File: src/rtl/core/rdiv_pkg.sv
// shared types, constants and helper functions of the renyi divergence block
`timescale 1ns / 1ps
package rdiv_pkg;

  // default pairs per block and depth of the request queue
  localparam int unsigned BLOCK_SIZE_DEF  = 64;
  localparam int unsigned QUEUE_DEPTH_DEF = 4;

  // alpha of 1.0 in unsigned q4.12
  localparam logic [15:0] ALPHA_ONE = 16'd4096;
  // ln 2 in q.20
  localparam logic signed [20:0] LN2_Q20 = 21'sd726817;
  // saturation limit of the power product sum
  localparam logic [39:0] PPS_MAX = 40'hFF_FFFF_FFFF;

  // status codes
  localparam logic [1:0] ST_OK         = 2'd0;
  localparam logic [1:0] ST_SILENT     = 2'd1;
  localparam logic [1:0] ST_ALPHA_ONE  = 2'd2;
  localparam logic [1:0] ST_NO_OVERLAP = 2'd3;

  // register indexes
  localparam logic CFG_ALPHA     = 1'b0;
  localparam logic CFG_NORMALIZE = 1'b1;

  // one classified request between front and back
  typedef struct packed {
    logic               pos;
    logic               last;
    logic signed [15:0] q;
    logic signed [15:0] p;
  } item_t;

  // log2 unit request and response
  typedef struct packed {
    logic        start;
    logic [39:0] x;
  } log_req_t;

  typedef struct packed {
    logic        busy;
    logic        done;
    logic [21:0] r;
  } log_rsp_t;

  // integer square root, used only at elaboration
  function automatic logic [63:0] isqrt64(input logic [63:0] n_in);
    logic [63:0] n;
    logic [63:0] res;
    logic [63:0] bv;
    n   = n_in;
    res = 64'd0;
    bv  = 64'd1 << 62;
    for (int i = 0; i < 32; i++) begin
      if (n >= res + bv) begin
        n   = n - (res + bv);
        res = (res >> 1) + bv;
      end else begin
        res = res >> 1;
      end
      bv = bv >> 2;
    end
    return res;
  endfunction

  // 2^(2^-(k+1)) in q1.30, chain of truncated square roots
  function automatic logic [30:0] root_const(input int k);
    logic [63:0] r;
    r = isqrt64(64'd2 << 60);
    for (int j = 1; j < 16; j++) begin
      if (j <= k) begin
        r = isqrt64(r << 30);
      end
    end
    return r[30:0];
  endfunction

endpackage

File: src/rtl/core/rdiv_queue.sv
// short request queue between front and back
`timescale 1ns / 1ps
module rdiv_queue #(
  parameter int unsigned DEPTH = rdiv_pkg::QUEUE_DEPTH_DEF
) (
  input  logic            clk_i,
  input  logic            rst_ni,
  input  logic            push_i,
  input  rdiv_pkg::item_t item_i,
  output logic            full_o,
  input  logic            pop_i,
  output rdiv_pkg::item_t item_o,
  output logic            empty_o
);
  import rdiv_pkg::*;

  localparam int unsigned PTR_W = (DEPTH > 1) ? $clog2(DEPTH) : 1;
  localparam int unsigned CNT_W = $clog2(DEPTH + 1);

  item_t            mem_q [DEPTH];
  logic [PTR_W-1:0] wr_q, wr_d, rd_q, rd_d;
  logic [CNT_W-1:0] cnt_q, cnt_d;
  logic             do_push, do_pop;

  assign full_o  = (cnt_q == CNT_W'(DEPTH));
  assign empty_o = (cnt_q == '0);
  assign do_push = push_i && !full_o;
  assign do_pop  = pop_i && !empty_o;
  assign item_o  = mem_q[rd_q];

  // pointer wrap and fill count
  always_comb begin
    wr_d  = wr_q;
    rd_d  = rd_q;
    cnt_d = cnt_q;
    if (do_push) begin
      wr_d = (wr_q == PTR_W'(DEPTH - 1)) ? '0 : wr_q + PTR_W'(1);
    end
    if (do_pop) begin
      rd_d = (rd_q == PTR_W'(DEPTH - 1)) ? '0 : rd_q + PTR_W'(1);
    end
    if (do_push && !do_pop) begin
      cnt_d = cnt_q + CNT_W'(1);
    end else if (do_pop && !do_push) begin
      cnt_d = cnt_q - CNT_W'(1);
    end
  end

  always_ff @(posedge clk_i or negedge rst_ni) begin
    if (!rst_ni) begin
      wr_q  <= '0;
      rd_q  <= '0;
      cnt_q <= '0;
    end else begin
      wr_q  <= wr_d;
      rd_q  <= rd_d;
      cnt_q <= cnt_d;
    end
  end

  // storage
  always_ff @(posedge clk_i) begin
    if (do_push) begin
      mem_q[wr_q] <= item_i;
    end
  end

endmodule

File: config.mk
export PLATFORM = sky130hd
export DESIGN_NAME = rdiv_queue
export DESIGN_NICKNAME = d
export VERILOG_FILES = /design/src/rtl/core/rdiv_pkg.sv /design/src/rtl/core/rdiv_queue.sv
export SDC_FILE = /design/constraint.sdc
export NUM_CORES = 1
export LEC_CHECK = 0
export ABC_CLOCK_PERIOD_IN_PS = 3000
export CORE_ASPECT_RATIO = 0.6
export CORE_MARGIN = 2
export CORE_UTILIZATION = 55
export CTS_CLUSTER_SIZE = 24
export DETAILED_ROUTE_END_ITERATION = 12
export DONT_BUFFER_PORTS = 1
export PLACE_DENSITY_LB_ADDON = 0.15
export SLEW_MARGIN = 20
export SYNTH_ARGS = -nofsm -noshare
export SYNTH_HDL_FRONTEND = slang
export SYNTH_SLANG_ARGS = --single-unit
File: constraint.sdc
create_clock -name clk_i -period 3 [get_ports clk_i]
set_input_delay 0.6 -clock clk_i [delete_from_list [all_inputs] [get_ports clk_i]]
set_output_delay 0.6 -clock clk_i [all_outputs]
set_load 0.01 [all_outputs]
==> After elaboration in Yosys (flattened, before gate mapping) <==
Memories as Yosys holds them, arrays and structs flattened.
Index checks and enable logic that the tools add are counted.
{ "word_totals": {"word_cells": 27, "ramBits": 136, "regBits": 7, "output_inout_bits": 36, "mem_count": 1} }
{ "classes": {"n_reduce_logical": 10, "eq_ne": 3, "mux": 6, "add_sub_neg": 4} }
{ "mem_list": {"columns": ["name", "depth", "word_bits", "rd", "rd_ports_with_merged_regs", "wr", "line_no", "rtl"], "rows": [
  ["mem_q", 4, 34, 1, 0, 1, "rdiv_queue.sv:20", "item_t mem_q [DEPTH];"]
]} }
{ "op_table": {"columns": ["cell", "count"], "rows": [
  ["two-way mux 3 bit", 2],
  ["adder 2 x 1 -> 2 bit (second input constant)", 2],
  ["equality test 2 bit (second input constant)", 2],
  ["logical AND 1 bit", 4],
  ["zero test 1 bit", 4],
  ["two-way mux 2 bit", 2],
  ["adder 3 x 1 -> 3 bit (second input constant)", 1],
  ["equality test 3 bit (second input constant)", 1],
  ["zero test 3 bit", 1],
  ["subtractor 3 x 1 -> 3 bit (second input constant)", 1],
  ["two-way mux 1 bit", 2],
  ["nonzero test 2 bit", 1]
]} }

==> Longest topological paths before layout <==
{ "depth": {"ltp_word": 7, "ltp_mapped": 9, "mapped_depth_nobuf": 8} }

==> Worst setup path after synthesis <==
No wires, ideal clock.
{ "synth_path": {"path_type": "input port to flip-flop", "start": "in push_i", "end": "mem mem_q[0][0] (netlist bit) (enable)", "path_slack_ns": 0.879, "setup_ns": 0.394, "cell_stages": 3, "t_arrival_ns": 1.727, "path_buffers": 1, "cell_sequence": "nor2b_1 buf_2 and2_1"} }
{ "synth_via": {"elab_chain_cells": 3} }
{ "synth_rtl": {"columns": ["item", "line_no", "rtl"], "rows": [
  ["start: declaration", "rdiv_queue.sv:8", "input logic push_i,"],
  ["logical AND 1 bit", "rdiv_queue.sv:27", "assign do_push = push_i && !full_o;"],
  ["via do_push", "rdiv_queue.sv:23", "logic do_push, do_pop;"],
  ["two-way mux 1 bit", "rdiv_queue.sv:63", "if (do_push) begin"],
  ["two-way mux 1 bit (not written as such)", "rdiv_queue.sv:64", "mem_q[wr_q] <= item_i;"],
  ["end: declaration", "rdiv_queue.sv:20", null]
]} }
The timed path passes the listed nets, and every way through them passes these cells.

==> out/metrics.cfg <==
[run_status]
status=completed

[placement]
hpwl_um=5400
dpl_cell_area_um2=5560
dpl.cell_count=342
routabilityCongestion=0.679
numPortBuffers=0

[power]
power.share.sequential_pct=47.1
intPower_mw=4.38
clkPwrFrac_pct=28.4
p_per_area_nw_per_um2=1010
p_leak_nw=1.97
power_frac_comb_pct=24.5
vdd.ir_drop.worst_uv=628
switching_share_pct=28.3
p_sw_mw=1.73

[detailed_routing]
post_drt_via_cell_ratio=5.72
routedWlPerCell_um=23.1
ant_nets=0
vias=2139
drtIter0Drc=146
dr.pass1.iters=4
finalWirelength_um=8640
drc=0

[floorplan]
core-area_um2=9320
die_x_um=131
dieArea_um2=10600
placementRows=27
die_h_um=80.4
ioPinCount=74
floorplan.initialDensity_pct=57.3

[worst_setup_path]
slowest_stage=dfrtp_2
r2r_end=cnt_q[2]$_DFFE_PN0P_
critPathMaxFanout=24
worstPathRequired_ns=2.40
cp.arrival_ns=1.97
reg2reg_depth=8
cp-end-kind=primary output
max_stage_delay_ns=0.67
cp_cell_sequence=buf_12 > mux4_2
cpLargestDelayFamily=flip-flops
path_class=reg -> out
crit_buf_inv=1
r2r_start=cnt_q[2]$_DFFE_PN0P_
rrSetupSlack_ns=0.65
start_kind=flop

[hold_path]
worstHoldEndpoint=mem_q[0][6]$_DFFE_PP_
min_delay_path_depth=0
min_path_type=in -> reg
min_from=item_i[6]

[clock_network]
cts.sinks=143
root_buffer=clkbuf_16
clk_pin_slew_ns=0.05
cts_made_buffers=17
cts_tree=built
clock_path_buffers=2
clkLatencyLatePin_ns=0.41
cts_hold_buf=1
cts_setup_buffers=0
cts_resized=0
htreeDepth=4

[sta]
max_freq_mhz=389
tightest_slew_ns=0.735
maxSlewHeadroom_pct=51.0
slew_viol_final=0
clock_skew_ns=0.00451
rsz0062_at_grt=false
hold_viol_final=0
fin_crit_ns=2.57
worst_hold_slack_ns=0.285
finalSetupTns_ns=0
setup_viol=0
period_share_pct=85.8

[cells_and_area]
design_area_um2=6050
drive_above_1_share_pct=30.7
multi_input_area_um2=1030
areaGrowthSynthToFinish_pct=13.2
fin_nets=277
final_util_pct=64.9
layout.cells.non_filler=374
final-seq-area_um2=4260
nFillCells=610
diodes=0

[global_route]
antenna_found_initial=0
grtUsageTotal_pct=18.1
grt_max_degree=35
grt_pass1_vias=2302
grt_first_pass_wirelength_um=13300
gr-total-overflow=0

[synthesis]
syn_area_per_cell_um2=24.9
synth_top_area_cell=edfxtp_1
yosysSeqAreaShare_pct=79.7
synth_top_area_share_pct=76.4
synth_seq_cells=143
synth.distinct_cells=19
synth_most_common_cell=edfxtp_1
synth_fp_nets=260
syn_area_um2=5350
synth_common_cells=136 x edfxtp_1, 34 x mux4_2, 7 x dfrtp_1
synth_edf_count=136
syn_inst=215
synthTopCellsByArea=edfxtp_1 76%, mux4_2 14%, dfrtp_1 3.3%, ha_1 1.4%, buf_4 0.56%
synth_warnings=0
synthArstFlopShare_pct=4.90
synth-main-ff-cell=edfxtp_1

[run]
max_cap_viol_count=0

how the worst max path moves through the flow:
| stage | startpoint | endpoint | slack, ns | cells past startpoint |
|---|---|---|---|---|
| floorplan | push_i | mem_q[0][0]$_DFFE_PP_ | 0.88 | 3 |
| global placement | push_i | cnt_q[2]$_DFFE_PN0P_ | 0.80 | 7 |
| detailed placement | cnt_q[2]$_DFFE_PN0P_ | cnt_q[2]$_DFFE_PN0P_ | 0.71 | 8 |
| CTS | rd_q[0]$_DFFE_PN0P_ | item_o[1] | 0.37 | 2 |
| global route | rd_q[0]$_DFFE_PN0P_ | item_o[1] | 0.29 | 2 |
| finish | rd_q[0]$_DFFE_PN0P_ | item_o[1] | 0.43 | 2 |
registers in the layout, summed over array words and instances, names as in the netlist:
register and count:
mem_q 136, cnt_q 3, rd_q 2, wr_q 2
layout make-up:
cell class / instances / share of cell area (%)
sequential: 143 / 70.4
clock buffer: 21 / 7.27
tap: 130 / 2.69
inverter: 3 / 0.186
multi-input combinational: 60 / 16.9
clock inverter: 10 / 0.806
timing repair buffer: 7 / 1.74
power by group through the flow:
stage | combinational, mW | sequential [mW] | clock [mW]
floorplan | 1.26 | 2.78 | 0
global placement | 1.50 | 2.88 | 0
detailed placement | 1.52 | 2.92 | 0
CTS | 1.53 | 2.89 | 1.77
global route | 1.61 | 2.92 | 1.86
finish | 1.50 | 2.88 | 1.73
placed cells by master (no fill, tap or decap), drive strengths merged:
master,instances
edfxtp,136
mux4,34
clkbuf,21
clkinv,9
dfrtp,7
ha,6
buf,6
and2,4
mux2,4
inv,3
nor3,2
nor2,2
xor2,2
nor3b,1
nor2b,1
o31ai,1
xnor2,1
a21o,1
fa,1
clkinvlp,1
dlygate4sd3,1
per-stage QoR:
stage | setup slack [ns] | total power, mW
global placement | 0.799 | 4.38
finish | 0.427 | 6.11
detailed placement | 0.708 | 4.44
global route | 0.290 | 6.39
CTS | 0.368 | 6.19
floorplan | 0.879 | 4.04
logic make-up (layout without fill, tap and decap cells):
logic type,Yosys count,count (layout),synth area share [%]
flip-flops,143,143,79.7
multiplexers,38,38,15.3
buffers and inverters,12,41,1.24
AND/OR/NAND/NOR,10,10,1.15
adder cells (fa/ha/maj),7,7,1.78
XOR/XNOR,3,3,0.492
AO/OA/AOI/OAI,2,2,0.374
per-layer routing:
layer  track usage, %  routed length, um  up-vias
li1                 -                  -      939
met1             19.9               3390     1133
met2             28.8               4290       57
met3             10.5                848       10
met4             8.48                119        0
met5                0                  0        -
(Power assumes the default switching activity.)
