$ cat config.mk
export PLATFORM = sky130hd
export DESIGN_NAME = rdiv_log2
export DESIGN_NICKNAME = d
export VERILOG_FILES = /design/src/rtl/core/rdiv_pkg.sv /design/src/rtl/core/rdiv_log2.sv
export SDC_FILE = /design/constraint.sdc
export NUM_CORES = 2
export LEC_CHECK = 0
export ABC_AREA = 1
export BUFFER_PORTS_ARGS = -buffer_cell sky130_fd_sc_hd__buf_2
export CAP_MARGIN = 20
export CORE_MARGIN = 2
export CORE_UTILIZATION = 61
export DETAILED_ROUTE_END_ITERATION = 8
export PLACE_DENSITY = 0.75
export REMOVE_ABC_BUFFERS = 1
export SYNTH_ARGS = -nofsm -noshare
export SYNTH_HDL_FRONTEND = slang
export SYNTH_SLANG_ARGS = --single-unit
export TNS_END_PERCENT = 30
$ cat constraint.sdc
create_clock -name clk_i -period 8.2 [get_ports clk_i]
set_input_delay 0.82 -clock clk_i [delete_from_list [all_inputs] [get_ports clk_i]]
set_output_delay 0.82 -clock clk_i [all_outputs]
set_load 0.02 [all_outputs]
$ cat src/rtl/core/rdiv_pkg.sv
// shared types, constants and helper functions of the renyi divergence block
`timescale 1ns / 1ps
package rdiv_pkg;

  // default pairs per block and depth of the request queue
  localparam int unsigned BLOCK_SIZE_DEF  = 64;
  localparam int unsigned QUEUE_DEPTH_DEF = 4;

  // alpha of 1.0 in unsigned q4.12
  localparam logic [15:0] ALPHA_ONE = 16'd4096;
  // ln 2 in q.20
  localparam logic signed [20:0] LN2_Q20 = 21'sd726817;
  // saturation limit of the power product sum
  localparam logic [39:0] PPS_MAX = 40'hFF_FFFF_FFFF;

  // status codes
  localparam logic [1:0] ST_OK         = 2'd0;
  localparam logic [1:0] ST_SILENT     = 2'd1;
  localparam logic [1:0] ST_ALPHA_ONE  = 2'd2;
  localparam logic [1:0] ST_NO_OVERLAP = 2'd3;

  // register indexes
  localparam logic CFG_ALPHA     = 1'b0;
  localparam logic CFG_NORMALIZE = 1'b1;

  // one classified request between front and back
  typedef struct packed {
    logic               pos;
    logic               last;
    logic signed [15:0] q;
    logic signed [15:0] p;
  } item_t;

  // log2 unit request and response
  typedef struct packed {
    logic        start;
    logic [39:0] x;
  } log_req_t;

  typedef struct packed {
    logic        busy;
    logic        done;
    logic [21:0] r;
  } log_rsp_t;

  // integer square root, used only at elaboration
  function automatic logic [63:0] isqrt64(input logic [63:0] n_in);
    logic [63:0] n;
    logic [63:0] res;
    logic [63:0] bv;
    n   = n_in;
    res = 64'd0;
    bv  = 64'd1 << 62;
    for (int i = 0; i < 32; i++) begin
      if (n >= res + bv) begin
        n   = n - (res + bv);
        res = (res >> 1) + bv;
      end else begin
        res = res >> 1;
      end
      bv = bv >> 2;
    end
    return res;
  endfunction

  // 2^(2^-(k+1)) in q1.30, chain of truncated square roots
  function automatic logic [30:0] root_const(input int k);
    logic [63:0] r;
    r = isqrt64(64'd2 << 60);
    for (int j = 1; j < 16; j++) begin
      if (j <= k) begin
        r = isqrt64(r << 30);
      end
    end
    return r[30:0];
  endfunction

endpackage

$ cat src/rtl/core/rdiv_log2.sv
// iterative log2 in q.16: normalize, then sixteen squaring steps
`timescale 1ns / 1ps
module rdiv_log2 (
  input  logic               clk_i,
  input  logic               rst_ni,
  input  rdiv_pkg::log_req_t req_i,
  output rdiv_pkg::log_rsp_t rsp_o
);
  import rdiv_pkg::*;

  localparam logic [1:0] L_IDLE = 2'd0;
  localparam logic [1:0] L_NORM = 2'd1;
  localparam logic [1:0] L_SQR  = 2'd2;

  logic [1:0]  state_q, state_d;
  logic [39:0] xs_q, xs_d;
  logic [5:0]  e_q, e_d;
  logic [30:0] m_q, m_d;
  logic [15:0] frac_q, frac_d;
  logic [3:0]  b_q, b_d;
  logic        done_q, done_d;
  logic [61:0] sq;
  logic [31:0] sq_t;

  assign sq   = 62'(m_q) * 62'(m_q);
  assign sq_t = sq[61:30];

  always_comb begin
    state_d = state_q;
    xs_d    = xs_q;
    e_d     = e_q;
    m_d     = m_q;
    frac_d  = frac_q;
    b_d     = b_q;
    done_d  = 1'b0;
    case (state_q)
      L_IDLE: begin
        if (req_i.start) begin
          xs_d   = req_i.x;
          e_d    = 6'd39;
          frac_d = '0;
          if (req_i.x == '0) begin
            e_d    = '0;
            done_d = 1'b1;
          end else begin
            state_d = L_NORM;
          end
        end
      end
      // leading one search, a byte or a bit a cycle
      L_NORM: begin
        if (xs_q[39]) begin
          m_d     = xs_q[39:9];
          b_d     = 4'd15;
          state_d = L_SQR;
        end else if (xs_q[39:32] == '0) begin
          xs_d = {xs_q[31:0], 8'd0};
          e_d  = e_q - 6'd8;
        end else begin
          xs_d = {xs_q[38:0], 1'b0};
          e_d  = e_q - 6'd1;
        end
      end
      // one fraction bit per squaring
      L_SQR: begin
        if (sq_t[31]) begin
          m_d       = sq_t[31:1];
          frac_d[b_q] = 1'b1;
        end else begin
          m_d = sq_t[30:0];
        end
        if (b_q == '0) begin
          state_d = L_IDLE;
          done_d  = 1'b1;
        end else begin
          b_d = b_q - 4'd1;
        end
      end
      default: state_d = L_IDLE;
    endcase
  end

  always_ff @(posedge clk_i or negedge rst_ni) begin
    if (!rst_ni) begin
      state_q <= L_IDLE;
      done_q  <= 1'b0;
    end else begin
      state_q <= state_d;
      done_q  <= done_d;
    end
  end

  always_ff @(posedge clk_i) begin
    xs_q   <= xs_d;
    e_q    <= e_d;
    m_q    <= m_d;
    frac_q <= frac_d;
    b_q    <= b_d;
  end

  always_comb begin
    rsp_o.busy = (state_q != L_IDLE);
    rsp_o.done = done_q;
    rsp_o.r    = {e_q, frac_q};
  end

endmodule

; ---- After elaboration in Yosys (flattened, before gate mapping)
; Cells that the tools add are included.
[word_totals]
regBits = 100
out_inout_bits = 24
wordCells = 68
[op_classes]
add_sub_neg = 3
n_mul = 1
n_lt_le_gt_ge = 2
eq_ne = 9
muxes = 29
bitwise = 1
reduce_logical = 15
[ops]
columns = operator, n
row1 = $mux W40, 3
row2 = $pmux W40 S2, 1
row3 = $mul A31 B31 Y62, 1
row4 = $mux W31, 2
row5 = $pmux W31 S2, 1
row6 = $logic_not A40 Y1, 1
row7 = $mux W16, 2
row8 = $pmux W16 S2, 1
row9 = $mux W6, 4
row10 = $or A16 B16 Y16, 1
row11 = $ne A2 B2 Y1 const B, 7
row12 = $pmux W6 S2, 1
row13 = $reduce_and A3 Y1, 3
row14 = $logic_not A8 Y1, 1
row15 = $mux W2, 4
row16 = $mux W4, 2
row17 = $pmux W4 S2, 1
row18 = $reduce_bool A2 Y1, 4
row19 = $pmux W2 S3, 1
row20 = $sub A6 B1 Y6 const B, 1
row21 = $sub A6 B4 Y6 const B, 1
row22 = $lt A4 B5 Y1 const B, 1
row23 = $demux W1 S4, 1
row24 = $ge A4 B1 Y1 const B, 1
row25 = 10 further kinds, 14

; ---- Logic depth before layout (Yosys ltp)
[depth]
ltp_word = 7
ltp_mapped = 35

; ---- Worst setup path before layout
; Ideal clock, no wire load.
[synth_path]
kind = reg-to-reg
startpoint = reg m_q[8]
endpoint = reg frac_q[0] (enable)
arrival_ns = 7.100
setup_slack_ns = 0.723
stages_incl_launch_ff = 29
period_less_slack_ns = 7.477
path_cell_list = edfxtp_1 > clkbuf_1 > clkbuf_1 > nand2_1 > fa_1 > fa_1 > inv_1 > fa_1 > inv_1 > fa_1 > inv_1 > fa_1 > fa_1 > fa_1 > inv_1 > fa_1 > inv_1 > ha_1 > nand2_1 > nor2_4 > inv_2 > nor2_2 > inv_2 > nor4_2 > nand2_1 > nand3_1 > nand2_4 > buf_12 > o21ai_2
[synth_between]
elab_chain_cells = 3
[synth_lines]
columns = element, line
row1 = start: declaration, rdiv_log2.sv:18  ; logic [30:0] m_q, m_d;
row2 = start signal: assignment, rdiv_log2.sv:96  ; m_q <= m_d;
row3 = $mul A31 B31 Y62, rdiv_log2.sv:25  ; assign sq = 62'(m_q) * 62'(m_q);
row4 = $ne A2 B2 Y1 (no source line), --
row5 = $reduce_and A3 Y1 (no source line), --
row6 = end signal: assignment, rdiv_log2.sv:97  ; frac_q <= frac_d;
row7 = end: declaration, rdiv_log2.sv:19  ; logic [15:0] frac_q, frac_d;
; No other way between the ends.
; A chain may end at the register's enable or synchronous reset.

; ---- Worst setup path in the final report
[layout_path]
startpoint = reg m_q[11]
endpoint = reg m_q[7] (data pin)
[layout_between]
elab_chain_cells = 3
[layout_lines]
columns = element, line
row1 = $mul A31 B31 Y62, rdiv_log2.sv:25
row2 = $mux W31, rdiv_log2.sv:66  ; if (sq_t[31]) begin
row3 = $pmux W31 S2, rdiv_log2.sv:36  ; case (state_q)
row4 = net m_d[7], rdiv_log2.sv:18
; The timed path passes the listed nets, and every way through them passes these cells.

==> impl_metrics.ini <==
[timing]
fin_tns_setup_ps = 0
finalSetupViolations = 0
post-route-period-util = 0.9547
fmaxAchievable_mhz = 127.7
layout_setup_ws_ps = 371.5
slew_viol_final = 0
period_needed_ps = 7828
rsz0062_at_grt = false
worstMarginPinSlew_ps = 1014
max-slew-margin-rel = 0.3240
worst_clock_skew_ps = 16.47
hold_violations = 0

[route]
drc_errors = 0
dr.first_iter.drc_count = 2116
dr.pass1.iters = 5
wl_um = 87710
drtAntennaViolNets = 0
vias = 26430
vias_per_cell = 5.178
wl_per_cell_um = 17.18

[floorplan]
dieArea_sq_mm = 0.05859
die_x_um = 242.1
rows = 87
die_h_um = 242.1
coreArea_sq_mm = 0.05617
io_pins = 67
initial_utilization = 0.6155

[placement]
place.gp.congestion = 1.024
hpwl_um = 74500
portBuffers = 66
pre_cts_slack_ps = 437.1

[yosys]
synth.mux.area_fraction = 0
seq_area_frac_synth = 0.08643
syn_inst = 4299
synth_top_area_share = 0.4326
synth_xor_area_frac = 0.008360
synth_commonest_cells = inv_1, nand2_1, fa_1
synthSimpleGateAreaFrac = 0.1776
ys_warn_count = 0
synth_edf_count = 97
ys_ff_latch = 100
postSynthAreaPerCell_sq_um = 8.042
synth_area_sq_mm = 0.03457
synth_async_sr_flop_share = 0.03000
synthFlopType = edfxtp_1
synth_area_leaders = fa_1, inv_1, nand2_1
synth_most_common_cell = inv_1
synth_top_family_by_area = adder cells
synth_adder_area_share = 0.5317
yosys.area.top_type = fa_1
ys_types = 47
synth_compound_area_frac = 0.02685

[outcome]
status = finished clean

[min_path]
hold_class = in -> async

[global_routing]
grt_pass1_vias = 28080
grt_pass1_wl_um = 144500
antenna_found_initial = 0
grt_max_degree = 65
grt_util_all_layers = 0.3135
gr-total-overflow = 0

[critical_path]
crit_family = adder cells
end_kind = flop
worstPathRequired_ps = 8420
path_class = reg -> reg
cp.buffers_inverters = 6
crit_slowest_cell = edfxtp_1
max_stage_delay_ps = 1020
cp-start-kind = flop
crit_arrival_ps = 8040
crit_fanout = 30

[flow_run]
cap_viol_max_count = 0

[cts]
clock_latency_ps = 360
cts_root_buf = clkbuf_16
cts.sinks = 100
cts_resized = 0
cts_tree = yes
h-tree-depth = 3
cts_max_path_buffers = 2
path_clk_slew_ps = 80
numCtsBuffers = 9

[finish]
final_layout_size_suffix_gt1_frac = 0.06187
area_growth_pct = 5.443
antenna_cells = 0
nets = 5407
fill_cells = 4846
[repair_timing]
item                       4_1_cts  5_1_grt
setup endpoints to repair        0       30
setup buffers                    0        7
hold buffers                     0        0
[registers in the layout (all words and copies together) (netlist names)]
name,count
e_q,6
frac_q,16
xs_q,40
done_q,1
m_q,31
state_q,2
b_q,4
[area by class of cell]
cell class                 count  area (sq um)  share of cell area
tap                          756         945.9             0.02595
clock inverter                 7         43.79            0.001201
clock buffer                   9         225.2            0.006178
multi-input combinational   2667         25750              0.7065
timing repair buffer         161          1226             0.03364
sequential                   100          2988             0.08197
inverter                    1404          5270              0.1446
[path summary, 6_finish.rpt]
check,startpoint,to,slack [ps],cells after the start
max reg2reg,m_q[11]$_DFFE_PP_,m_q[7]$_DFFE_PP_,370,28
max in group asynchronous,rst_ni,state_q[1]$_DFFE_PN0P_,7840,1
min in group clk_i,frac_q[8]$_SDFFCE_PN0P_,frac_q[8]$_SDFFCE_PN0P_,580,1
max,m_q[11]$_DFFE_PP_,m_q[7]$_DFFE_PP_,370,28
min,rst_ni,done_q$_DFF_PN0_,250,1
min reg2reg,frac_q[8]$_SDFFCE_PN0P_,frac_q[8]$_SDFFCE_PN0P_,580,1
[per-stage QoR]
step	area [sq um]	std cells	hold slack, ps	util
after floorplan	34000	4171	524.4	-
after global placement	36090	5080	537.1	0.6425
after detailed placement	36120	5081	567.3	0.6430
after CTS	36390	5097	249.2	0.6478
after global routing	36450	5104	242.9	0.6490
final	36450	5104	250.1	0.6490
[worst register-to-register path: cells and delay by family, from the launching register on]
family | cells | cell delay, ps
adders and majority gates | 9 | 4450
buffers and inverters | 6 | 680
DFF | 1 | 1020
and+or+nand+nor | 13 | 1560
[cell usage in the layout, fill, tap and decap left out, types with 9 or more instances in the layout]
master,n
inv_1,1394
nand2_1,1062
fa_1,747
ha_1,274
nor2_1,140
nand3_1,108
edfxtp_1,97
buf_4,81
buf_2,66
a21oi_1,65
o21ai_0,53
nand3_2,49
xor2_1,20
nand4_1,18
nor3_1,14
nand2_2,14
o22ai_1,14
xnor2_1,13
buf_12,13
nor4_1,11
clkbuf_16,9
[routing by layer]
metal  track usage  vias to the layer above  wire length [um]
li1              -                    12320                 -
met1        0.4166                    12950             34990
met2        0.5480                      999             43720
met3       0.03346                      162              6122
met4       0.08914                        0              2876
met5             0                        -                 0
[kinds of logic (layout without fill, tap and decap cells)]
group | count (synthesis) | after routing
compound gates | 165 | 165
xor+xnor | 33 | 33
fa+ha+maj | 1021 | 1021
buf+inv | 1532 | 1581
flops | 100 | 100
simple gates | 1448 | 1448
Power is left out: the tool's default activity adds up to more than one toggle a clock period on the data nets, which glitch-free logic cannot reach.
