## src/rtl/core/rdiv_pkg.sv

```systemverilog
// shared types, constants and helper functions of the renyi divergence block
`timescale 1ns / 1ps
package rdiv_pkg;

  // default pairs per block and depth of the request queue
  localparam int unsigned BLOCK_SIZE_DEF  = 64;
  localparam int unsigned QUEUE_DEPTH_DEF = 4;

  // alpha of 1.0 in unsigned q4.12
  localparam logic [15:0] ALPHA_ONE = 16'd4096;
  // ln 2 in q.20
  localparam logic signed [20:0] LN2_Q20 = 21'sd726817;
  // saturation limit of the power product sum
  localparam logic [39:0] PPS_MAX = 40'hFF_FFFF_FFFF;

  // status codes
  localparam logic [1:0] ST_OK         = 2'd0;
  localparam logic [1:0] ST_SILENT     = 2'd1;
  localparam logic [1:0] ST_ALPHA_ONE  = 2'd2;
  localparam logic [1:0] ST_NO_OVERLAP = 2'd3;

  // register indexes
  localparam logic CFG_ALPHA     = 1'b0;
  localparam logic CFG_NORMALIZE = 1'b1;

  // one classified request between front and back
  typedef struct packed {
    logic               pos;
    logic               last;
    logic signed [15:0] q;
    logic signed [15:0] p;
  } item_t;

  // log2 unit request and response
  typedef struct packed {
    logic        start;
    logic [39:0] x;
  } log_req_t;

  typedef struct packed {
    logic        busy;
    logic        done;
    logic [21:0] r;
  } log_rsp_t;

  // integer square root, used only at elaboration
  function automatic logic [63:0] isqrt64(input logic [63:0] n_in);
    logic [63:0] n;
    logic [63:0] res;
    logic [63:0] bv;
    n   = n_in;
    res = 64'd0;
    bv  = 64'd1 << 62;
    for (int i = 0; i < 32; i++) begin
      if (n >= res + bv) begin
        n   = n - (res + bv);
        res = (res >> 1) + bv;
      end else begin
        res = res >> 1;
      end
      bv = bv >> 2;
    end
    return res;
  endfunction

  // 2^(2^-(k+1)) in q1.30, chain of truncated square roots
  function automatic logic [30:0] root_const(input int k);
    logic [63:0] r;
    r = isqrt64(64'd2 << 60);
    for (int j = 1; j < 16; j++) begin
      if (j <= k) begin
        r = isqrt64(r << 30);
      end
    end
    return r[30:0];
  endfunction

endpackage

```

## src/rtl/core/rdiv_front.sv

```systemverilog
// front part: takes sample pairs, counts the block and classifies each pair
`timescale 1ns / 1ps
module rdiv_front #(
  parameter int unsigned BLOCK_SIZE = rdiv_pkg::BLOCK_SIZE_DEF
) (
  input  logic                clk_i,
  input  logic                rst_ni,
  input  logic                s_valid_i,
  output logic                s_ready_o,
  input  logic [31:0]         s_data_i,
  input  logic                s_last_i,
  input  logic                q_full_i,
  output logic                q_push_o,
  output rdiv_pkg::item_t     q_item_o
);
  import rdiv_pkg::*;

  localparam int unsigned CNT_W = $clog2(BLOCK_SIZE + 1);

  logic [CNT_W-1:0] cnt_q, cnt_d;
  logic [CNT_W-1:0] cnt_inc;
  logic             close_blk;
  logic signed [15:0] p_s, q_s;

  assign p_s       = $signed(s_data_i[15:0]);
  assign q_s       = $signed(s_data_i[31:16]);
  assign s_ready_o = !q_full_i;
  assign q_push_o  = s_valid_i && !q_full_i;

  // block closes on last or on the final pair of a full block
  assign cnt_inc   = cnt_q + CNT_W'(1);
  assign close_blk = s_last_i || (cnt_inc >= CNT_W'(BLOCK_SIZE));

  always_comb begin
    q_item_o.p    = p_s;
    q_item_o.q    = q_s;
    q_item_o.last = close_blk;
    q_item_o.pos  = (p_s > 16'sd0) && (q_s > 16'sd0);
  end

  always_comb begin
    cnt_d = cnt_q;
    if (q_push_o) begin
      cnt_d = close_blk ? '0 : cnt_inc;
    end
  end

  always_ff @(posedge clk_i or negedge rst_ni) begin
    if (!rst_ni) begin
      cnt_q <= '0;
    end else begin
      cnt_q <= cnt_d;
    end
  end

endmodule

```

## config.mk

```make
export PLATFORM = sky130hd
export DESIGN_NAME = rdiv_front
export DESIGN_NICKNAME = d
export VERILOG_FILES = /design/src/rtl/core/rdiv_pkg.sv /design/src/rtl/core/rdiv_front.sv
export SDC_FILE = /design/constraint.sdc
export NUM_CORES = 1
export LEC_CHECK = 0
export ABC_AREA = 1
export BUFFER_PORTS_ARGS = -buffer_cell sky130_fd_sc_hd__buf_2
export CAP_MARGIN = 20
export CORE_ASPECT_RATIO = 0.9
export CORE_MARGIN = 5
export CORE_UTILIZATION = 37
export DETAILED_ROUTE_END_ITERATION = 10
export PLACE_DENSITY_LB_ADDON = 0.2
export RECOVER_POWER = 25
export SLEW_MARGIN = 20
export SYNTH_ARGS = -nofsm -noshare
export SYNTH_HDL_FRONTEND = slang
export SYNTH_SLANG_ARGS = --single-unit
```

## constraint.sdc

```tcl
create_clock -name clk_i -period 1.6 [get_ports clk_i]
set_input_delay 0.08 -clock clk_i [delete_from_list [all_inputs] [get_ports clk_i]]
set_output_delay 0.08 -clock clk_i [all_outputs]
set_load 0.005 [all_outputs]
```

-- Word level (Yosys, flattened, before mapping)
Index checks and enable logic that the tools add are counted.
W data, S select, Z words.
- add/subtract/negate cells: 1
- order comparisons: 3
- mux-type cells: 1
- reduce and logical (&&, ||, !) cells: 4
- operator list (cell ; number):
    $gt A16 B1 Y1 const B ; 2
    $add A7 B1 Y7 const B ; 1
    $ge A7 B7 Y1 const B ; 1
    $mux W7 ; 1
    $logic_and A1 B1 Y1 ; 2
    $logic_not A1 Y1 ; 1
    $logic_or A1 B1 Y1 ; 1
- register bits after elaboration: 7
- bits of input ports: 37
- output and inout bits: 36

-- Logic depth before layout (Yosys ltp)
Gate-level depths: netlist (run 1).
- depth after elaboration: 4
- mapped depth: 8
- gate-level depth less buffers: 8

-- Least setup slack after synthesis (run 1)
OpenSTA, ideal clock, no wires.
- path kind: reg-to-reg
- from: reg cnt_q[0]
- to: reg cnt_q[2]
- library setup time: 0.120 ns
- data arrival time: 1.060 ns
- required time: 1.480 ns
- path slack: 0.420 ns
- stages on the path, launching flop included: 8
- period minus slack after synthesis: 1.180 ns
- cells stage by stage: dfrtp_1 > ha_1 > nand2_2 > nor2_4 > a21oi_1 > nor2_1 > nor2_2 > nor2_1
- word-level cells in the longest chain between the ends: 4
- RTL lines (what ; RTL line ; source):
    start: declaration ; rdiv_front.sv:20 ; logic [CNT_W-1:0] cnt_q, cnt_d;
    start signal: assignment ; rdiv_front.sv:52 ; cnt_q <= cnt_d;
    $add A7 B1 Y7 (*) ; rdiv_front.sv:31 ; assign cnt_inc = cnt_q + CNT_W'(1);
    $ge A7 B7 Y1 ; rdiv_front.sv:32 ; assign close_blk = s_last_i || (cnt_inc >= CNT_W'(BLOCK_SIZE));
    $logic_or A1 B1 Y1 ; rdiv_front.sv:32 ;
    $mux W7 (*) ; rdiv_front.sv:44 ; cnt_d = close_blk ? '0 : cnt_inc;
Mark *: on every way between the ends. The rest lies on a longest branch, timed or not.
A chain may end at the register's enable or synchronous reset.

==> flow_metrics.tcl, run 1 <==
set metrics [dict create \
    grt_max_degree 8 \
    cp-end-kind "output pin" \
    groute.usage.overall 0.107 \
    regMostFlops "cnt_q" \
    vias 768 \
    p_leak_uw 0.000551 \
    reg.largest.list "cnt_q (7)" \
    cts.clk_slew.worst_paths_ns 0.05 \
    largest_reg_flops 7 \
    clkLatencyLatePin_ns 0.24 \
    post_drt_wl_per_cell_um 10.0 \
    slew_violations 0 \
    antenna_left 0 \
    gp_congestion 0.754 \
    fin_skew_ns 0.00331 \
    hold_viol_final 0 \
    synthesis.nets 148 \
    top_usage_layer "met2" \
    setup_tns_ns 0 \
    drive_gt1_frac 0.597 \
    fin_crit_sh 0.922 \
    max-clock-path-buffers 2 \
    path_max_fanout 4 \
    maxSlewHeadroom 0.753 \
    status "complete, no violations" \
    synthTopCellsByArea "buf_4 31%, dfrtp_1 22%, nor2_1 10%, nand2_1 5.7%, nand4_1 3.1%" \
    cts_tree "yes" \
    overflow 0 \
    crit_required_ns 1.52 \
    drc 0 \
    rows 16 \
    synth_area_leader_cell "buf_4" \
    dieArea_mm2 0.00318 \
    final_cell_mix "71 x buf_2, 22 x nor2_1, 12 x nand2_1, 7 x dfrtp_1" \
    dp_slack_ns 0.312 \
    io_pins 73 \
    rsz0062_at_grt "false" \
    p_sw_frac 0.286 \
    place_area_um2 943 \
    r2r_slack_ns 0.31 \
    yosysUniqueCellTypes 22 \
    hold_class "input pin to flop" \
    grt_pass1_vias 668 \
    power_frac_clock 0.286 \
    start_util 0.376 \
    min_from "q_full_i" \
    syn_avg_cell_area_um2 7.25 \
    cts_buffers 3 \
    combPwrFrac 0.329 \
    p_per_area_mw_per_mm2 541 \
    totalWireLength_um 1820 \
    p_int_uw 379 \
    ys_seq_elements 7 \
    grt_antenna_before_repair 0 \
    fmax_mhz 678 \
    hold_depth 3 \
    core_mm2 0.00212 \
    synth_area_um2 797 \
    fin_crit_ns 1.48 \
    cp-start-kind "flop" \
    grt_pass1_wl_um 2620 \
    ys_seq_area_frac 0.220 \
    worstPathArrival_ns 1.40 \
    drt_iter0_drc 5 \
    power_switching_uw 152 \
    ir_drop_uv 443 \
    dr.pass1.iters 3 \
    yosys_warnings 0 \
    seqPwrFrac 0.385 \
    final_area_um2 981 \
    synthCells 110 \
    num_antenna_cells 0 \
    layout_commonest_cell "buf_2" \
    setup_violations 0 \
    gr-usage-met2 0.215 \
    dp_hpwl_um 1670 \
    syn_to_final_growth_pct 23.1 \
    die_h_um 54.0 \
    worstMarginPinSlew_ns 0.370 \
    vias_per_cell 4.24 \
    hold_end "cnt_q[6]$_DFFE_PN0P_" \
    r2r_start "cnt_q[0]$_DFFE_PN0P_" \
    setup.worst_path.start "cnt_q[0]$_DFFE_PN0P_" \
    gr-usage-met1 0.0980 \
    clkSinkCount 7 \
    io_buffers 72 \
    fin_nets 193 \
    drv_cap 0 \
    setup_ws_ns 0.124 \
    cts.htree.levels 1 \
    yosys.area.top_type_share 0.311 \
    setup.worst_path.class "flop to output pin" \
    ctsRootBufferMaster "clkbuf_4" \
    met3_usage 0.0360 \
    r2r_cells 8 \
    die_width_um 58.9 \
    rr_endpoint "cnt_q[3]$_DFFE_PN0P_" \
]
[critical path, stage by stage, from the launching register on]
cell and delay, ns:
dfrtp_1 0.38, ha_2 0.21, nand2_2 0.07, nor2_4 0.11
nand2_1 0.06, nand2_1 0.07, nand3_2 0.10, buf_2 0.15
[Yosys cell counts]
cell type and number:
xor2_1 1, nand2_2 2, bufinv_8 1, a21oi_1 1
nand4_1 4, xnor2_1 1, inv_2 4, buf_4 33
o21ai_1 1, o21ai_2 2, nand2_4 1, nor2_4 2
nor3_1 1, nand3_1 4, nor2_1 22, dfrtp_1 7
ha_1 1, nor2_2 3, or2_1 1, nand2_1 12
inv_1 4, nand3_2 2
[what timing repair did]
item                                    CTS  global route
buffers inserted                          0             0
hold buffers                              1             0
endpoints found under the setup margin    0             1
resized for setup                         0             1
endpoints found under the hold margin     7             0
[worst max-delay path by stage]
stage / end / cells past startpoint
2_1_floorplan: cnt_q[2]$_DFFE_PN0P_ / 7
3_3_place_gp: cnt_q[3]$_DFFE_PN0P_ / 8
3_5_place_dp: cnt_q[3]$_DFFE_PN0P_ / 8
4_1_cts: q_item_o[32] / 7
5_1_grt: q_item_o[32] / 7
6_report: q_item_o[32] / 7
[layout make-up]
| class | instances | area [um^2] |
|---|---|---|
| fillers | 224 | 1140 |
| repair buffers | 73 | 369 |
| multi-input cells | 61 | 329 |
| flip-flops and latches | 7 | 175 |
| inverters | 9 | 47.5 |
| well taps | 27 | 33.8 |
| clock buffers | 4 | 26.3 |
[through the flow]
step | power (uW) | hold WS [ns] | std cells | utilization
detailed placement | 382 | -0.0814 | 176 | 0.445
global placement | 382 | -0.0857 | 176 | 0.445
finish | 531 | 0.135 | 181 | 0.462
floorplan | 331 | -0.216 | 110 | -
global route | 581 | 0.142 | 181 | 0.462
CTS | 545 | 0.129 | 181 | 0.462
[layer usage]
| metal | share of wire | wire length (um) |
|---|---|---|
| met5 | 0 | 0 |
| met4 | 0 | 0 |
| met2 | 0.51 | 925 |
| met1 | 0.34 | 621 |
| met3 | 0.15 | 269 |
[cell families (layout without fill, tap and decap cells)]
kind of cell / after synthesis / in the layout / synth area share
flip-flops: 7 / 7 / 0.220
AO/OA/AOI/OAI: 4 / 4 / 0.0345
adder cells (fa/ha/maj): 1 / 1 / 0.0157
buffers and inverters: 42 / 86 / 0.370
AND/OR/NAND/NOR: 54 / 54 / 0.338
XOR/XNOR: 2 / 2 / 0.0220
[power by group through the flow]
stage,Combinational [uW],Clock (uW),Sequential (uW)
CTS,178,163,204
detailed placement,176,0,207
global route,196,180,205
finish,175,152,204
global placement,176,0,206
floorplan,127,0,204
No activity file was read; power rests on OpenSTA's default activity.
==> run 2: changes to the inputs <==
Settings changed: CORE_UTILIZATION 37 to 38, CTS_BUF_LIST set to sky130_fd_sc_hd__clkbuf_8, PLACE_DENSITY set to 0.91, PLACE_DENSITY_LB_ADDON 0.2 to unset.
==> run 2 against run 1 <==
First-iteration DRC count grew to 4.6 times the previous value; routed wire length up 7.1%; utilization is 4.7 points higher; design area increased by 1.4%; clock skew fell by 0.0015 ns; total power grew 16%; register-to-register slack worse by 0.05 ns; flip-flop and latch count did not move; largest cell class unchanged.
==> flow_metrics.tcl, run 2 (synthesis results as in run 1) <==
set metrics [dict create \
    groute.usage.overall 0.113 \
    grt_pass1_wl_um 2770 \
    drc 0 \
    p_per_area_mw_per_mm2 618 \
    drv_cap 0 \
    drt_iter0_drc 23 \
    crit_buf_inv 1 \
    cts_tree "yes" \
    ctsRootBufferMaster "clkbuf_8" \
    cpMostUsedCell "nand2_1" \
    status "complete, no violations" \
    clkSinkCount 7 \
    dr.pass1.iters 3 \
    fin_nets 193 \
    cts_buffers 3 \
    fin_crit_ns 1.45 \
    grt_max_degree 8 \
    setup.worst_path.class "flop to output pin" \
    slew_violations 0 \
    regMostFlops "cnt_q" \
    cp-start-kind "flop" \
    rsz0062_at_grt "false" \
    syn_to_final_growth_pct 24.8 \
    dp_slack_ns 0.278 \
    slowest_stage "dfrtp_1" \
    ir_drop_uv 751 \
    fin_crit_sh 0.904 \
    grt_pass1_vias 692 \
    max_stage_delay_ns 0.38 \
    start_util 0.408 \
    maxSlewHeadroom 0.859 \
    cts.clk_slew.worst_paths_ns 0.04 \
    worstPathArrival_ns 1.37 \
    core_mm2 0.00195 \
    crit_required_ns 1.52 \
    clkLatencyLatePin_ns 0.22 \
    die_width_um 58.3 \
    gp_congestion 0.752 \
    layout_commonest_cell "buf_2" \
    setup_ws_ns 0.154 \
    grt_antenna_before_repair 0 \
    dp_hpwl_um 1790 \
    reg.largest.list "cnt_q (7)" \
    io_pins 73 \
    cts.htree.levels 1 \
    fin_util 0.510 \
    die_h_um 53.4 \
    critPathTopFamily "simple AND/OR/NAND/NOR gates" \
    rows 15 \
    holdWs_ns 0.161 \
    totalWireLength_um 1950 \
    cp-end-kind "output pin" \
    hold_class "input pin to flop" \
    dieArea_mm2 0.00311 \
    antenna_left 0 \
    final_cell_mix "71 x buf_2, 22 x nor2_1, 12 x nand2_1, 7 x dfrtp_1, 5 x inv_1" \
    num_antenna_cells 0 \
    setup_violations 0 \
    worstMarginPinSlew_ns 0.212 \
    post_drt_wl_per_cell_um 10.9 \
    largest_reg_flops 7 \
    vias 776 \
    p_leak_uw 0.000565 \
    vias_per_cell 4.34 \
    overflow 0 \
    drive_gt1_frac 0.591 \
    io_buffers 72 \
    max-clock-path-buffers 2 \
    worstPathCellList "ha_1 > nand2_2 > nor2_4 > nand2_1 > nand2_1 > nand3_2 > buf_2" \
    fmax_mhz 691 \
    setup_tns_ns 0 \
    fin_skew_ns 0.00180 \
    hold_viol_final 0 \
    path_max_fanout 4 \
]
==> run 2: changes by cell type in the layout (fill, tap and decap cells not counted), sizes merged <==
cell	before	now
clkbuf	5	4
inv	8	9
==> run 2: area by class of cell <==
class	count	area (um^2)
clock inverters	1	3.75
well taps	25	31.3
inverters	9	47.5
fillers	203	957
flip-flops and latches	7	175
clock buffers	3	41.3
multi-input cells	61	327
repair buffers	73	369
==> run 2: through the flow <==
| stage | std cells | total power (uW) | area (um^2) |
|---|---|---|---|
| global route | 179 | 652 | 995 |
| floorplan | 110 | 331 | 797 |
| detailed placement | 174 | 386 | 941 |
| finish | 179 | 614 | 995 |
| CTS | 179 | 623 | 996 |
| global placement | 174 | 381 | 941 |
==> run 2: tightest hold or removal path: stages <==
cell and delay (ns):
buf_2 0.12, nor2_4 0.06, nor2_1 0.08
==> run 2: final timing paths <==
check	depth (start not counted)	startpoint	endpoint	slack, ns
setup / recovery	7	cnt_q[0]$_DFFE_PN0P_	q_item_o[32]	0.15
hold / removal	3	q_full_i	cnt_q[6]$_DFFE_PN0P_	0.16
setup reg to reg	8	cnt_q[0]$_DFFE_PN0P_	cnt_q[2]$_DFFE_PN0P_	0.26
hold reg to reg	2	cnt_q[1]$_DFFE_PN0P_	cnt_q[1]$_DFFE_PN0P_	0.52
max in group asynchronous	2	rst_ni	cnt_q[3]$_DFFE_PN0P_	1.22
min in group asynchronous	2	rst_ni	cnt_q[6]$_DFFE_PN0P_	0.22
==> run 2: what timing repair did <==
item,in CTS,in global routing
setup buffers,0,0
hold endpoints to repair,7,0
resized for setup,0,0
hold buffers,1,0
==> run 2: metal layers <==
metal,up-vias,routed length [um],track usage
li1,402,-,-
met1,329,634,0.109
met2,45,1030,0.234
met3,0,278,0.0268
met4,0,0,0.0309
met5,-,0,0
==> run 2: report_power, final <==
group	switching [uW]	internal, uW	leakage (uW)
combinational	83.5	93.1	0.000442
clock	67.8	165	0.0000269
sequential	13.3	192	0.0000957
total	165	450	0.000565
==> run 3: changes to the inputs <==
--- a/config.mk
+++ b/config.mk
@@ -14,5 +14,6 @@
 export CTS_BUF_LIST = sky130_fd_sc_hd__clkbuf_8
 export DETAILED_ROUTE_END_ITERATION = 10
-export PLACE_DENSITY = 0.91
+export MAX_ROUTING_LAYER = met4
+export PLACE_DENSITY = 0.93
 export RECOVER_POWER = 25
 export SLEW_MARGIN = 20
==> constraint.sdc (replaced) <==
create_clock -name clk_i -period 1.6 [get_ports clk_i]
set_input_delay 0.08 -clock clk_i [delete_from_list [all_inputs] [get_ports clk_i]]
set_output_delay 0.08 -clock clk_i [all_outputs]
set_load 0.02 [all_outputs]
==> run 3 against run 2 <==
Total power up 9.2%; die area unchanged; clock power about the same; first-iteration DRC count down 17%; final cell count unchanged; largest power group is now combinational cells; highest routed layer unchanged.
==> flow_metrics.tcl, run 3 (synthesis results as in run 1) <==
set metrics [dict create \
    largest_reg_flops 7 \
    power_frac_clock 0.347 \
    ir_drop_uv 517 \
    drv_cap 0 \
    setup_tns_ns 0 \
    totalWireLength_um 1940 \
    hold_class "input pin to flop" \
    maxSlewHeadroom 0.751 \
    regMostFlops "cnt_q" \
    layout_commonest_cell "buf_2" \
    final_cell_mix "66 x buf_2, 22 x nor2_1, 12 x nand2_1, 7 x dfrtp_1, 6 x clkbuf_1" \
    status "complete, no violations" \
    grt_pass1_vias 706 \
    io_buffers 72 \
    num_antenna_cells 0 \
    setup.worst_path.class "flop to output pin" \
    grt_max_degree 8 \
    drive_gt1_frac 0.558 \
    die_h_um 53.4 \
    rsz0062_at_grt "false" \
    clkSinkCount 7 \
    fin_nets 193 \
    die_width_um 58.3 \
    dp_hpwl_um 1820 \
    seqPwrFrac 0.306 \
    cts_tree "yes" \
    gp_congestion 0.787 \
    r2r_start "cnt_q[0]$_DFFE_PN0P_" \
    worstMarginPinSlew_ns 0.374 \
    p_int_uw 449 \
    post-cts-setup-buffers 0 \
    hold_viol_final 0 \
    fin_skew_ns 0.000500 \
    reg.largest.list "cnt_q (7)" \
    vias_per_cell 4.38 \
    total_power_uw 671 \
    syn_to_final_growth_pct 24.0 \
    fmax_mhz 687 \
    crit_required_ns 1.52 \
    io_pins 73 \
    post_drt_wl_per_cell_um 10.8 \
    cp-end-kind "output pin" \
    grt_pass1_wl_um 2750 \
    power_switching_uw 222 \
    drc 0 \
    antenna_left 0 \
    cp-start-kind "flop" \
    rr_endpoint "cnt_q[2]$_DFFE_PN0P_" \
    p_sw_frac 0.331 \
    ctsRootBufferMaster "clkbuf_8" \
    combPwrFrac 0.347 \
    slew_violations 0 \
    drt_iter0_drc 19 \
    core_mm2 0.00195 \
    endpoint "q_item_o[32]" \
    overflow 0 \
    p_per_area_mw_per_mm2 679 \
    cts.clk_slew.worst_paths_ns 0.04 \
    fin_util 0.506 \
    vias 784 \
    dr.pass1.iters 4 \
    start_util 0.408 \
    dieArea_mm2 0.00311 \
    fin_crit_ns 1.46 \
    max-clock-path-buffers 2 \
    r2r_cells 8 \
    rows 15 \
    groute.usage.overall 0.116 \
    worstPathArrival_ns 1.38 \
    setup_violations 0 \
    cts_buffers 3 \
    cts.htree.levels 1 \
    path_max_fanout 4 \
    setup.worst_path.start "cnt_q[0]$_DFFE_PN0P_" \
    fin_crit_sh 0.910 \
    clkLatencyLatePin_ns 0.22 \
    r2r_slack_ns 0.31 \
    p_leak_uw 0.000551 \
    grt_antenna_before_repair 0 \
]
-- run 3: cell types whose count changed in the layout (fill, tap and decap cells not counted) --
cell and delta:
clkbuf_1 +5, buf_2 -5
-- run 3: power groups by stage --
stage          Clock, uW  Combinational, uW  Sequential, uW
6_report             233                233             205
4_1_cts              239                238             205
5_1_grt              250                256             207
3_3_place_gp           0                232             206
3_5_place_dp           0                235             208
2_1_floorplan          0                185             204
-- run 3: through the flow --
| step | hold slack [ns] | instances | cell area (um^2) | worst slack, ns |
|---|---|---|---|---|
| after floorplan | -0.216 | 110 | 797 | 0.420 |
| after global placement | -0.0817 | 174 | 941 | 0.370 |
| after detailed placement | -0.0813 | 174 | 941 | 0.308 |
| after CTS | 0.160 | 179 | 996 | 0.136 |
| after global routing | 0.170 | 179 | 988 | 0.0251 |
| final | 0.158 | 179 | 988 | 0.143 |
-- run 3: worst min path at each step --
stage                                 endpoint  cells past startpoint  slack [ns]  startpoint
after global placement    cnt_q[5]$_DFFE_PN0P_                      1       -0.08      rst_ni
after detailed placement  cnt_q[5]$_DFFE_PN0P_                      1       -0.08      rst_ni
final                     cnt_q[6]$_DFFE_PN0P_                      3        0.16    q_full_i
after floorplan           cnt_q[0]$_DFFE_PN0P_                      0       -0.22      rst_ni
after CTS                 cnt_q[6]$_DFFE_PN0P_                      3        0.16    q_full_i
after global routing      cnt_q[6]$_DFFE_PN0P_                      3        0.17    q_full_i
-- run 3: area by class of cell --
class | count | area, um^2
fill | 189 | 963
inverter | 9 | 47.5
sequential | 7 | 175
clock buffer | 3 | 41.3
timing repair buffer | 73 | 363
clock inverter | 1 | 3.75
multi-input combinational | 61 | 327
tap | 25 | 31.3
-- run 3: what timing repair did --
action	in CTS	in global routing
setup endpoints to repair	0	0
hold buffers	1	0
gates resized for setup	0	0
endpoints found under the hold margin	7	0
-- run 3: layer usage --
layer / GRT usage / share of wire
met5: - / 0
met1: 0.105 / 0.34
met4: 0.0425 / 0
met3: 0.0415 / 0.16
met2: 0.223 / 0.50
-- run 3: worst max-delay path: stages (launching register included) --
cell and delay [ns]:
dfrtp_1 0.38, ha_1 0.21, nand2_2 0.07, nor2_4 0.11, nand2_1 0.06, nand2_1 0.06
nand3_2 0.09, buf_2 0.18
